[config.mk]
export PLATFORM = sky130hd
export DESIGN_NAME = radix_conversion_unit
export DESIGN_NICKNAME = d
export VERILOG_FILES = /design/src/hw/rtl/rcu_pkg.sv /design/src/hw/rtl/rcu_ram.sv /design/src/hw/rtl/rcu_div.sv /design/src/hw/rtl/radix_conversion_unit.sv
export VERILOG_INCLUDE_DIRS = /design/src /design/src/hw/rtl
export SDC_FILE = /design/constraint.sdc
export NUM_CORES = 2
export LEC_CHECK = 0
export ABC_AREA = 1
export BUFFER_PORTS_ARGS = -buffer_cell sky130_fd_sc_hd__buf_2
export CORE_AREA = 3 3 496 301
export CTS_CLUSTER_DIAMETER = 80
export DETAILED_ROUTE_END_ITERATION = 7
export DIE_AREA = 0 0 499 304
export GPL_TIMING_DRIVEN = 0
export PLACE_DENSITY_LB_ADDON = 0.1
export SLEW_MARGIN = 20
export SYNTH_ARGS = -nofsm -noshare
export SYNTH_HDL_FRONTEND = slang
export SYNTH_SLANG_ARGS = --single-unit
export TNS_END_PERCENT = 30
[constraint.sdc]
create_clock -name clk -period 15.1 [get_ports clk]
set_clock_uncertainty 0.15 [all_clocks]
set_input_delay 1.51 -clock clk [delete_from_list [all_inputs] [get_ports clk]]
set_output_delay 1.51 -clock clk [all_outputs]
set_load 0.05 [all_outputs]
[src/hw/rtl/radix_conversion_unit_assert.svh]
// Assertion macros for the radix conversion unit.
// Each macro expects signals named clk and rst_n in the enclosing module.
`ifndef RADIX_CONVERSION_UNIT_ASSERT_SVH
`define RADIX_CONVERSION_UNIT_ASSERT_SVH
`ifndef NO_ASSERTIONS
`define RCU_ASSERT(lbl, cond) \
  lbl: assert property (@(posedge clk) disable iff (!rst_n) (cond)) \
    else $error("rcu assertion failed");
`define RCU_ASSERT_NEXT(lbl, ante, cons) \
  lbl: assert property (@(posedge clk) disable iff (!rst_n) (ante) |=> (cons)) \
    else $error("rcu assertion failed");
`else
`define RCU_ASSERT(lbl, cond)
`define RCU_ASSERT_NEXT(lbl, ante, cons)
`endif
`endif

[src/hw/rtl/rcu_pkg.sv]
// Shared types, constants and character helpers of the radix conversion unit.
// No dependencies.
`timescale 1ns / 1ps
package rcu_pkg;

  localparam int unsigned CHAR_W    = 8;
  localparam int unsigned BASE_W    = 6;
  localparam int unsigned DIGIT_W   = 6;
  localparam int unsigned CFG_IDX_W = 2;

  localparam logic [CFG_IDX_W-1:0] REG_IN_BASE  = 2'd0;
  localparam logic [CFG_IDX_W-1:0] REG_OUT_BASE = 2'd1;

  localparam logic [BASE_W-1:0] BASE_MIN       = 6'd2;
  localparam logic [BASE_W-1:0] BASE_MAX       = 6'd36;
  localparam logic [BASE_W-1:0] IN_BASE_RESET  = 6'd10;
  localparam logic [BASE_W-1:0] OUT_BASE_RESET = 6'd2;

  localparam logic [CHAR_W-1:0] CHR_ZERO  = 8'h30;
  localparam logic [CHAR_W-1:0] CHR_NINE  = 8'h39;
  localparam logic [CHAR_W-1:0] CHR_UA    = 8'h41;
  localparam logic [CHAR_W-1:0] CHR_UZ    = 8'h5A;
  localparam logic [CHAR_W-1:0] CHR_LA    = 8'h61;
  localparam logic [CHAR_W-1:0] CHR_LZ    = 8'h7A;
  localparam logic [CHAR_W-1:0] UPPER_OFS = 8'd55;
  localparam logic [CHAR_W-1:0] LOWER_OFS = 8'd87;
  localparam logic [DIGIT_W-1:0] DEC_MAX  = 6'd9;

  typedef enum logic [2:0] {
    ST_IDLE,
    ST_START,
    ST_DIV,
    ST_READ,
    ST_LOAD,
    ST_EMIT
  } rcu_state_t;

  typedef struct packed {
    logic busy;
    logic done;
  } rcu_div_stat_t;

  function automatic logic [DIGIT_W-1:0] char_value(input logic [CHAR_W-1:0] c);
    logic [CHAR_W-1:0] v;
    v = '0;
    if (c >= CHR_ZERO && c <= CHR_NINE) begin
      v = c - CHR_ZERO;
    end else if (c >= CHR_UA && c <= CHR_UZ) begin
      v = c - UPPER_OFS;
    end else if (c >= CHR_LA && c <= CHR_LZ) begin
      v = c - LOWER_OFS;
    end
    return v[DIGIT_W-1:0];
  endfunction

  function automatic logic [CHAR_W-1:0] digit_char(input logic [DIGIT_W-1:0] d);
    logic [CHAR_W-1:0] dw;
    dw = {{(CHAR_W - DIGIT_W){1'b0}}, d};
    if (d <= DEC_MAX) begin
      return dw + CHR_ZERO;
    end
    return dw + UPPER_OFS;
  endfunction

  function automatic logic [BASE_W-1:0] clamp_base(input logic [BASE_W-1:0] b);
    if (b < BASE_MIN) begin
      return BASE_MIN;
    end
    if (b > BASE_MAX) begin
      return BASE_MAX;
    end
    return b;
  endfunction

endpackage

[src/hw/rtl/rcu_ram.sv]
// Generic single-write, single-read RAM with a registered read port.
// No dependencies.
`timescale 1ns / 1ps
module rcu_ram #(
  parameter int unsigned WIDTH = 6,
  parameter int unsigned DEPTH = 64
) (
  input  logic                     clk,
  input  logic                     we,
  input  logic [$clog2(DEPTH)-1:0] waddr,
  input  logic [WIDTH-1:0]         wdata,
  input  logic                     re,
  input  logic [$clog2(DEPTH)-1:0] raddr,
  output logic [WIDTH-1:0]         rdata
);

  logic [WIDTH-1:0] mem_r [DEPTH];
  logic [WIDTH-1:0] rdata_r;

  always_ff @(posedge clk) begin
    if (we) begin
      mem_r[waddr] <= wdata;
    end
    if (re) begin
      rdata_r <= mem_r[raddr];
    end
  end

  assign rdata = rdata_r;

endmodule

[src/hw/rtl/rcu_div.sv]
// Bit-serial restoring divider: one quotient bit per cycle, small base divisor.
// Depends on rcu_pkg.
`timescale 1ns / 1ps
module rcu_div #(
  parameter int unsigned VALUE_WIDTH = 64
) (
  input  logic                          clk,
  input  logic                          rst_n,
  input  logic                          start,
  input  logic [VALUE_WIDTH-1:0]        dividend,
  input  logic [rcu_pkg::BASE_W-1:0]    divisor,
  output logic [VALUE_WIDTH-1:0]        quot,
  output logic [rcu_pkg::DIGIT_W-1:0]   rem,
  output rcu_pkg::rcu_div_stat_t        stat
);
  import rcu_pkg::*;

  localparam int unsigned CntW = $clog2(VALUE_WIDTH);
  localparam logic [CntW-1:0] LastStep = CntW'(VALUE_WIDTH - 1);

  logic [VALUE_WIDTH-1:0] quot_r, quot_nxt;
  logic [DIGIT_W-1:0]     rem_r, rem_nxt;
  logic [CntW-1:0]        cnt_r, cnt_nxt;
  logic                   busy_r, busy_nxt;
  logic                   done_r, done_nxt;
  logic [DIGIT_W:0]       trial;
  logic [DIGIT_W:0]       trial_sub;
  logic                   fits;

  always_comb begin
    trial     = {rem_r, quot_r[VALUE_WIDTH-1]};
    trial_sub = trial - {1'b0, divisor};
    fits      = trial >= {1'b0, divisor};
    quot_nxt  = quot_r;
    rem_nxt   = rem_r;
    cnt_nxt   = cnt_r;
    busy_nxt  = busy_r;
    done_nxt  = 1'b0;
    if (start) begin
      quot_nxt = dividend;
      rem_nxt  = '0;
      cnt_nxt  = '0;
      busy_nxt = 1'b1;
    end else if (busy_r) begin
      quot_nxt = {quot_r[VALUE_WIDTH-2:0], fits};
      rem_nxt  = fits ? trial_sub[DIGIT_W-1:0] : trial[DIGIT_W-1:0];
      cnt_nxt  = cnt_r + CntW'(1);
      if (cnt_r == LastStep) begin
        busy_nxt = 1'b0;
        done_nxt = 1'b1;
      end
    end
  end

  always_ff @(posedge clk) begin
    quot_r <= quot_nxt;
    rem_r  <= rem_nxt;
    if (!rst_n) begin
      cnt_r  <= '0;
      busy_r <= 1'b0;
      done_r <= 1'b0;
    end else begin
      cnt_r  <= cnt_nxt;
      busy_r <= busy_nxt;
      done_r <= done_nxt;
    end
  end

  assign quot      = quot_r;
  assign rem       = rem_r;
  assign stat.busy = busy_r;
  assign stat.done = done_r;

endmodule

[src/hw/rtl/radix_conversion_unit.sv]
// Radix conversion unit: folds digit characters into a value and emits it in another base.
// Depends on rcu_pkg, rcu_div, rcu_ram and radix_conversion_unit_assert.svh.
//
// Input items are ASCII digit characters of one number, most significant first, on
// in_valid/in_ready; in_last_in marks the final character. While idle, one character
// is accepted every cycle and folded in by one multiply-add.
// After the final character, the value is divided by the output base repeatedly.
// Each digit passes through the bit-serial divider, and the
// remainders go into the digit store.
// Result items are uppercase ASCII digits on out_valid/out_ready, most significant
// first, with out_last_out on the final digit. Each digit goes through the states
// ST_READ, ST_LOAD and ST_EMIT and the registered read of the digit store; a stall
// of the receiver holds the current digit in the output register.
// No new number is accepted until the last digit has been taken.
// The bases are written on the cfg_ channel, index 0 for the input base and 1 for
// the output base. Reset returns the bases to 10 and 2 and clears the value.
`timescale 1ns / 1ps
`include "radix_conversion_unit_assert.svh"
module radix_conversion_unit #(
  parameter int unsigned VALUE_WIDTH    = 64,
  parameter int unsigned MAX_OUT_DIGITS = 64
) (
  input  logic                            clk,
  input  logic                            rst_n,
  input  logic                            in_valid,
  output logic                            in_ready,
  input  logic [rcu_pkg::CHAR_W-1:0]      in_char_in,
  input  logic                            in_last_in,
  output logic                            out_valid,
  input  logic                            out_ready,
  output logic [rcu_pkg::CHAR_W-1:0]      out_char_out,
  output logic                            out_last_out,
  input  logic                            cfg_valid,
  output logic                            cfg_ready,
  input  logic [rcu_pkg::CFG_IDX_W-1:0]   cfg_index,
  input  logic [rcu_pkg::BASE_W-1:0]      cfg_data
);
  import rcu_pkg::*;

  localparam int unsigned AW = $clog2(MAX_OUT_DIGITS);
  localparam int unsigned CW = $clog2(MAX_OUT_DIGITS + 1);
  localparam int unsigned PW = VALUE_WIDTH + BASE_W;
  localparam logic [CW-1:0] MaxCnt = CW'(MAX_OUT_DIGITS);

  rcu_state_t             state_r, state_nxt;
  logic [BASE_W-1:0]      in_base_r, in_base_nxt;
  logic [BASE_W-1:0]      out_base_r, out_base_nxt;
  logic [VALUE_WIDTH-1:0] acc_r, acc_nxt;
  logic [CW-1:0]          cnt_r, cnt_nxt;
  logic [CHAR_W-1:0]      out_char_r, out_char_nxt;
  logic                   out_last_r, out_last_nxt;

  logic [BASE_W-1:0]      ib;
  logic [BASE_W-1:0]      ob;
  logic [PW-1:0]          prod;
  logic [PW-1:0]          sum;
  logic [CW-1:0]          cnt_inc;
  logic                   more;
  logic                   div_start;
  logic [VALUE_WIDTH-1:0] div_dividend;
  logic [VALUE_WIDTH-1:0] div_quot;
  logic [DIGIT_W-1:0]     div_rem;
  rcu_div_stat_t          div_stat;
  logic                   ram_we;
  logic                   ram_re;
  logic [AW-1:0]          ram_raddr;
  logic [DIGIT_W-1:0]     ram_rdata;
  logic                   in_fire;
  logic                   out_fire;

  assign ib        = clamp_base(in_base_r);
  assign ob        = clamp_base(out_base_r);
  assign in_fire   = in_valid && in_ready;
  assign out_fire  = out_valid && out_ready;
  assign cnt_inc   = cnt_r + CW'(1);
  assign more      = (div_quot != '0) && (cnt_inc < MaxCnt);
  assign cfg_ready = 1'b1;

  always_comb begin
    state_nxt = state_r;
    unique case (state_r)
      ST_IDLE: begin
        if (in_valid && in_last_in) begin
          state_nxt = ST_START;
        end
      end
      ST_START: begin
        state_nxt = ST_DIV;
      end
      ST_DIV: begin
        if (div_stat.done) begin
          state_nxt = more ? ST_START : ST_READ;
        end
      end
      ST_READ: begin
        state_nxt = ST_LOAD;
      end
      ST_LOAD: begin
        state_nxt = ST_EMIT;
      end
      ST_EMIT: begin
        if (out_ready) begin
          state_nxt = out_last_r ? ST_IDLE : ST_READ;
        end
      end
      default: begin
        state_nxt = ST_IDLE;
      end
    endcase
  end

  always_comb begin
    in_ready  = 1'b0;
    out_valid = 1'b0;
    div_start = 1'b0;
    ram_we    = 1'b0;
    ram_re    = 1'b0;
    unique case (state_r)
      ST_IDLE:  in_ready  = 1'b1;
      ST_START: div_start = 1'b1;
      ST_DIV:   ram_we    = div_stat.done;
      ST_READ:  ram_re    = 1'b1;
      ST_LOAD:  ;
      ST_EMIT:  out_valid = 1'b1;
      default:  ;
    endcase
  end

  always_comb begin
    prod         = {{BASE_W{1'b0}}, acc_r} * {{VALUE_WIDTH{1'b0}}, ib};
    sum          = prod + PW'(char_value(in_char_in));
    acc_nxt      = acc_r;
    cnt_nxt      = cnt_r;
    out_char_nxt = out_char_r;
    out_last_nxt = out_last_r;
    div_dividend = (cnt_r == '0) ? acc_r : div_quot;
    ram_raddr    = AW'(cnt_r - CW'(1));
    if (in_fire) begin
      acc_nxt = sum[VALUE_WIDTH-1:0];
      if (in_last_in) begin
        cnt_nxt = '0;
      end
    end
    if (div_start && cnt_r == '0) begin
      acc_nxt = '0;
    end
    if (ram_we) begin
      cnt_nxt = cnt_inc;
    end
    if (state_r == ST_LOAD) begin
      out_char_nxt = digit_char(ram_rdata);
      out_last_nxt = (cnt_r == CW'(1));
    end
    if (out_fire) begin
      cnt_nxt = cnt_r - CW'(1);
    end
  end

  always_comb begin
    in_base_nxt  = in_base_r;
    out_base_nxt = out_base_r;
    if (cfg_valid && cfg_ready) begin
      unique case (cfg_index)
        REG_IN_BASE:  in_base_nxt  = cfg_data;
        REG_OUT_BASE: out_base_nxt = cfg_data;
        default:      ;
      endcase
    end
  end

  always_ff @(posedge clk) begin
    out_char_r <= out_char_nxt;
    out_last_r <= out_last_nxt;
    if (!rst_n) begin
      state_r    <= ST_IDLE;
      in_base_r  <= IN_BASE_RESET;
      out_base_r <= OUT_BASE_RESET;
      acc_r      <= '0;
      cnt_r      <= '0;
    end else begin
      state_r    <= state_nxt;
      in_base_r  <= in_base_nxt;
      out_base_r <= out_base_nxt;
      acc_r      <= acc_nxt;
      cnt_r      <= cnt_nxt;
    end
  end

  rcu_div #(
    .VALUE_WIDTH(VALUE_WIDTH)
  ) u_div (
    .clk      (clk),
    .rst_n    (rst_n),
    .start    (div_start),
    .dividend (div_dividend),
    .divisor  (ob),
    .quot     (div_quot),
    .rem      (div_rem),
    .stat     (div_stat)
  );

  rcu_ram #(
    .WIDTH(DIGIT_W),
    .DEPTH(MAX_OUT_DIGITS)
  ) u_store (
    .clk   (clk),
    .we    (ram_we),
    .waddr (cnt_r[AW-1:0]),
    .wdata (div_rem),
    .re    (ram_re),
    .raddr (ram_raddr),
    .rdata (ram_rdata)
  );

  assign out_char_out = out_char_r;
  assign out_last_out = out_last_r;

  `RCU_ASSERT(a_no_overlap, !(in_ready && out_valid))
  `RCU_ASSERT(a_start_free, !(div_start && div_stat.busy))
  `RCU_ASSERT(a_count_bound, cnt_r <= MaxCnt)
  `RCU_ASSERT_NEXT(a_last_idle, out_valid && out_ready && out_last_out, in_ready)

endmodule
* After elaboration in Yosys (flattened, before gate mapping)
Memories as Yosys holds them, arrays and structs flattened. A register that Yosys moved wholly into a read port is not among the register bits.
Cells that the tools add are included.
** Word-level totals
- Register bits :: 173
- Latch bits :: 0
- Bits in writable memories :: 384
- ROM bits :: 0
- Input bits :: 22
- Output and inout bits :: 12
- Logic and storage cells :: 120
- Memories :: 1
** Memory list
- u_store.mem_r :: depth 64, width 6, read ports 1, clocked after Yosys merged registers in 1, write ports 1, RTL line rcu_ram.sv:17 : logic [WIDTH-1:0] mem_r [DEPTH];
** Operators by class
- $add $sub $neg :: 10
- $mul :: 1
- Div/mod/pow operators :: 0
- Magnitude comparators :: 13
- Equality and inequality tests :: 12
- Shift operators :: 0
- Mux-type cells :: 46
- Bitwise gates (word level) :: 2
- Reductions and logical operators :: 23
** Operators by type and width (number)
- 2-to-1 mux 64 bit :: 3
- 2-to-1 mux 6 bit :: 12
- adder 64 x 6 -> 64 bit :: 1
- multiplier 64 x 6 -> 64 bit :: 1
- nonzero test 64 bit :: 1
- 2-to-1 mux 7 bit :: 4
- 2-to-1 mux 1 bit :: 19
- one-hot mux 3 bit (6 select lines) :: 1
- greater-or-equal comparator 8 x 7 -> 1 bit, second input constant :: 2
- <= comparator 8 x 7 -> 1 bit, second input constant :: 2
- 2-to-1 mux 8 bit :: 2
- adder 6 x 6 -> 7 bit, second input constant :: 2
- greater-than comparator 6 bit, second input constant :: 2
- less-than comparator 6 x 2 -> 1 bit, second input constant :: 2
- subtractor 6 bit, second input constant :: 2
- 2-to-1 mux 3 bit :: 3
- greater-or-equal comparator 8 x 6 -> 1 bit, second input constant :: 1
- <= comparator 8 x 6 -> 1 bit, second input constant :: 1
- logical AND 1 bit :: 8
- AND reduction 2 bit :: 4
- adder 7 x 1 -> 7 bit, second input constant :: 1
- == test 7 x 1 -> 1 bit, second input constant :: 1
- greater-or-equal comparator 7 x 6 -> 1 bit :: 1
- zero test 7 bit :: 1
- 22 further kinds :: 30

* Longest topological paths before layout
- Depth in word-level cells :: 8
- Gate-level depth with buffers :: 31
- Depth with buffers taken out :: 30

* Cells and area by module
A second synthesis with hierarchy kept.
** Unflattened totals
- Cells, all modules :: 4497
- Area, all modules :: 37906.4 um^2
** Modules (own cells, without submodules)
- radix_conversion_unit :: instances 1, cells each 2707, area an instance 18203.7 um^2, seq. area each 1961.9 um^2
- rcu_ram :: instances 1, cells each 1376, area an instance 15990.3 um^2, seq. area each 11711.2 um^2
- rcu_div :: instances 1, cells each 414, area an instance 3712.3 um^2, seq. area each 2202.1 um^2

* Worst setup path after synthesis
Ideal clock, no wire load.
- Kind :: register -> register
- Start :: register u_div.busy_r
- End :: register u_div.quot_r[0], in the netlist u_div.quot[0] (enable)
- Library setup time :: 0.574 ns
- Data arrival time :: 5.354 ns
- Data required time :: 14.376 ns
- Path slack :: 9.021 ns
- Stages on the path, launching flop included :: 5
- Buffers on the path :: 2
- Period minus slack after synthesis :: 6.079 ns
- Cells stage by stage :: dfxtp_1 -> clkbuf_1 -> inv_1 -> clkbuf_1 -> o21ai_0
** Between the ends
- Word-level cells in the longest chain between the ends :: 2
** RTL lines
- start, declared :: RTL line rcu_div.sv:24 : logic busy_r, busy_nxt;
- start signal, assigned :: RTL line rcu_div.sv:64 : busy_r <= busy_nxt;
- nonzero test 2 bit (no line)
- AND reduction 2 bit (no line)
- end signal, assigned :: RTL line rcu_div.sv:56 : quot_r <= quot_nxt;
- end, declared :: RTL line rcu_div.sv:21 : logic [VALUE_WIDTH-1:0] quot_r, quot_nxt;
No other way between the ends.
A chain may end at the register's enable or synchronous reset.

* Worst setup path after layout
- Start :: register in_base_r[5]
- End :: register acc_r[61]
** Between the ends
- Word-level cells in the longest chain between the ends :: 7
- Elaborated cells between the ends (all ways) :: 10
- Classes of those cells :: add/sub: 1; mul: 1; order compare: 2; mux: 6
** RTL lines
- start, declared :: RTL line radix_conversion_unit.sv:46 : logic [BASE_W-1:0] in_base_r, in_base_nxt;
- start signal, assigned :: RTL line radix_conversion_unit.sv:182 : in_base_r <= in_base_nxt;
- greater-than comparator 6 bit :: RTL line rcu_pkg.sv:69 : if (b > BASE_MAX) begin
- 2-to-1 mux 1 bit (2 in a row) :: RTL line rcu_pkg.sv:69
- 2-to-1 mux 6 bit :: RTL line rcu_pkg.sv:72 : return b;
- 2-to-1 mux 6 bit (*) :: RTL line rcu_pkg.sv:69
- multiplier 64 x 6 -> 64 bit (*) :: RTL line radix_conversion_unit.sv:130 : prod = {{BASE_W{1'b0}}, acc_r} * {{VALUE_WIDTH{1'b0}}, ib};
- adder 64 x 6 -> 64 bit (*) :: RTL line radix_conversion_unit.sv:131 : sum = prod + PW'(char_value(in_char_in));
- end signal, assigned :: RTL line radix_conversion_unit.sv:184 : acc_r <= acc_nxt;
- end, declared :: RTL line radix_conversion_unit.sv:48 : logic [VALUE_WIDTH-1:0] acc_r, acc_nxt;
Mark *: on every way between the ends. The rest lies on a longest branch, timed or not. The select of a mux whose other input is x is not followed.

==> flow_metrics.tcl <==
set metrics [dict create \
    drt_first_pass_iters 6 \
    critical_path_class "register to register" \
    r2r-start "in_base_r[5]" \
    clk_transition_reported_paths_ps 60 \
    fin_util 0.285 \
    clockBufferDepth 3 \
    final.setup.tns_ps 0 \
    synthDominantCellAreaShare 0.383 \
    cp_max_fo 10 \
    crit_start "in_base_r[5]" \
    final_common_cell "nor2_1" \
    setup_violations 0 \
    grt_usage 0.190 \
    cts-resized-gates 0 \
    grt_max_degree 54 \
    peakVddDrop_v 0.0000732 \
    post_cts_buffers 0 \
    die_area_sq_mm 0.152 \
    holdWs_ps 338 \
    synth_cells 3875 \
    cp-start-kind "register" \
    grt_pass1_wl_mm 208 \
    drc_errors 0 \
    grt_pass1_vias 27700 \
    ys_ff_latch 562 \
    die_width_um 499 \
    hold_class "register to register" \
    port_buffers 31 \
    synth_top_flop_cell "edfxtp_1" \
    powerDensity_mw_per_mm2 130 \
    syn_nets 4288 \
    antenna_found_initial 9 \
    synth_cell_types 58 \
    slew_headroom 0.237 \
    clk_latency_ps 670 \
    cts_buffers 67 \
    fin_crit_sh 0.474 \
    start_util 0.250 \
    synthTopCellsByArea "edfxtp_1 38%, fa_1 13%, nor2_1 7.7%" \
    drt_iter0_drc 3146 \
    postLayoutCellArea_sq_mm 0.0412 \
    synth-edff-count 462 \
    ctsHoldBuffers 0 \
    r2r_end "acc_r[61]" \
    dp_slack_ps 8120 \
    worst_pin_slew_ps 1140 \
    drive_gt1_frac 0.0734 \
    avgSynthCellArea_sq_um 9.35 \
    finalHoldViolations 0 \
    detailed_place_hpwl_mm 114 \
    ant_nets 0 \
    numPlacedInstances 5840 \
    fin_nets 4397 \
    async_reset_ff_frac 0 \
    status "finished, final reports clean" \
    crit_end "acc_r[61]" \
    postRouteWirelength_mm 146 \
    ys_seq_area_frac 0.438 \
    place_area_sq_mm 0.0391 \
    die_height_um 304 \
    ys_warn_count 0 \
    coreArea_sq_mm 0.145 \
    rsz0062_at_grt "no" \
    crit_required_ps 15500 \
    gp_congestion 0.977 \
    rrSetupSlack_ps 7940 \
    wl_per_cell_um 24.5 \
    viasPerCell 4.82 \
    min_from "out_base_r[0]" \
    grt-ovfl-total 0 \
    vias 28700 \
    netlist_area_sq_mm 0.0362 \
    cts.sinks 562 \
    slew_violations 0 \
    h-tree-depth 3 \
    cts_tree "done" \
    critPathArrivalTime_ps 7550 \
    power_mw 5.34 \
    worst_slack_ps 7940 \
    endpoint_kind "register" \
    root_buffer "clkbuf_16" \
    fin_crit_ps 7160 \
    yosysTopAreaCell "edfxtp_1" \
    reg2regPathDepth 24 \
    fin_cells 5960 \
    max-cap-violations 0 \
    row_count 108 \
    ioPinCount 34 \
    fmaxAchievable_mhz 140 \
    area_growth_pct 13.9 \
    mostFrequentLayoutCells "746 x nor2_1, 542 x nand2_1, 462 x edfxtp_1" \
    p_leak_nw 16.9 \
]
==> final cells by class <==
class,count,area [sq um]
well taps,1925,2410
diodes,2,5.00
plain buffers,156,714
clock inverters,35,385
repair buffers,40,395
flip-flops and latches,562,15900
clock buffers,83,1780
multi-input cells,2685,17900
fillers,15400,103000
inverters,472,1770
==> worst max-delay path, stage by stage (launching register included) <==
cell and delay (ps):
dfxtp_1 300, buf_4 170, inv_2 130, o21ai_4 130, inv_1 120, clkbuf_1 550, clkbuf_1 870, nor2_1 120
fa_1 510, fa_1 580, fa_1 440, ha_1 330, ha_1 380, a21oi_1 290, o21ai_0 210, a21oi_1 750
nor2_1 70, nor2_1 180, nor2_1 80, nor2_1 190, nand2_1 80, nand2_1 60, nand3_1 140, nand2_1 140
inv_1 40
==> synthesized netlist by cell type (4+ instances only) <==
| master | number |
|---|---|
| a21o_1 | 4 |
| a21oi_1 | 180 |
| a31oi_1 | 5 |
| and3_1 | 4 |
| buf_1 | 9 |
| buf_2 | 51 |
| buf_4 | 13 |
| clkbuf_1 | 83 |
| dfxtp_1 | 100 |
| edfxtp_1 | 462 |
| fa_1 | 241 |
| ha_1 | 150 |
| inv_1 | 449 |
| inv_2 | 20 |
| mux2i_1 | 49 |
| nand2_1 | 542 |
| nand2_2 | 10 |
| nand3_1 | 131 |
| nand3_2 | 7 |
| nand4_1 | 26 |
| nor2_1 | 746 |
| nor2_2 | 8 |
| nor3_1 | 25 |
| nor3_2 | 6 |
| nor3b_1 | 4 |
| nor4_1 | 18 |
| o211ai_1 | 54 |
| o21a_1 | 6 |
| o21ai_0 | 258 |
| o21ai_1 | 21 |
| o21bai_1 | 10 |
| o221ai_1 | 49 |
| o32ai_1 | 48 |
| xnor2_1 | 9 |
| xor2_1 | 37 |
==> sequential cells by signal (all words and copies together) (netlist names) <==
register	count
state_r	3
u_div.rem	6
u_store.rdata	6
cnt_r	7
out_last_out	1
u_store.mem_r	384
u_div.busy_r	1
out_base_r	6
u_div.done_r	1
out_char_out	7
in_base_r	6
acc_r	64
u_div.quot	64
u_div.cnt_r	6
==> per-layer routing <==
| layer | up-vias | GRT usage | part of all wire |
|---|---|---|---|
| li1 | 13200 | - | - |
| met1 | 14400 | 0.334 | 0.57 |
| met2 | 979 | 0.209 | 0.32 |
| met3 | 99 | 0.0593 | 0.097 |
| met4 | 2 | 0.0294 | 0.013 |
| met5 | - | 0 | 0.000075 |
==> power by group <==
part | switching [mW] | internal [mW]
Combinational | 1.14 | 0.501
Sequential | 0.112 | 1.93
Clock | 0.731 | 0.934
==> logic make-up after synthesis <==
group	count (synthesis)	share of synthesized area
mux	49	0.0135
simple gates	1541	0.175
buf+inv	628	0.0682
compound gates	655	0.108
xor+xnor	47	0.0119
flops	562	0.438
fa+ha+maj	391	0.185
other cells	2	0.000207
==> worst min-delay path by stage <==
stage | slack, ps | end | cells past startpoint
finish | 340 | out_base_r[0] | 2
global route | 360 | u_div.cnt_r[1] | 2
CTS | 340 | acc_r[0] | 2
detailed placement | 330 | acc_r[0] | 2
global placement | 320 | u_div.cnt_r[1] | 2
floorplan | 290 | out_base_r[0] | 2
No activity file was read; power rests on OpenSTA's default activity.
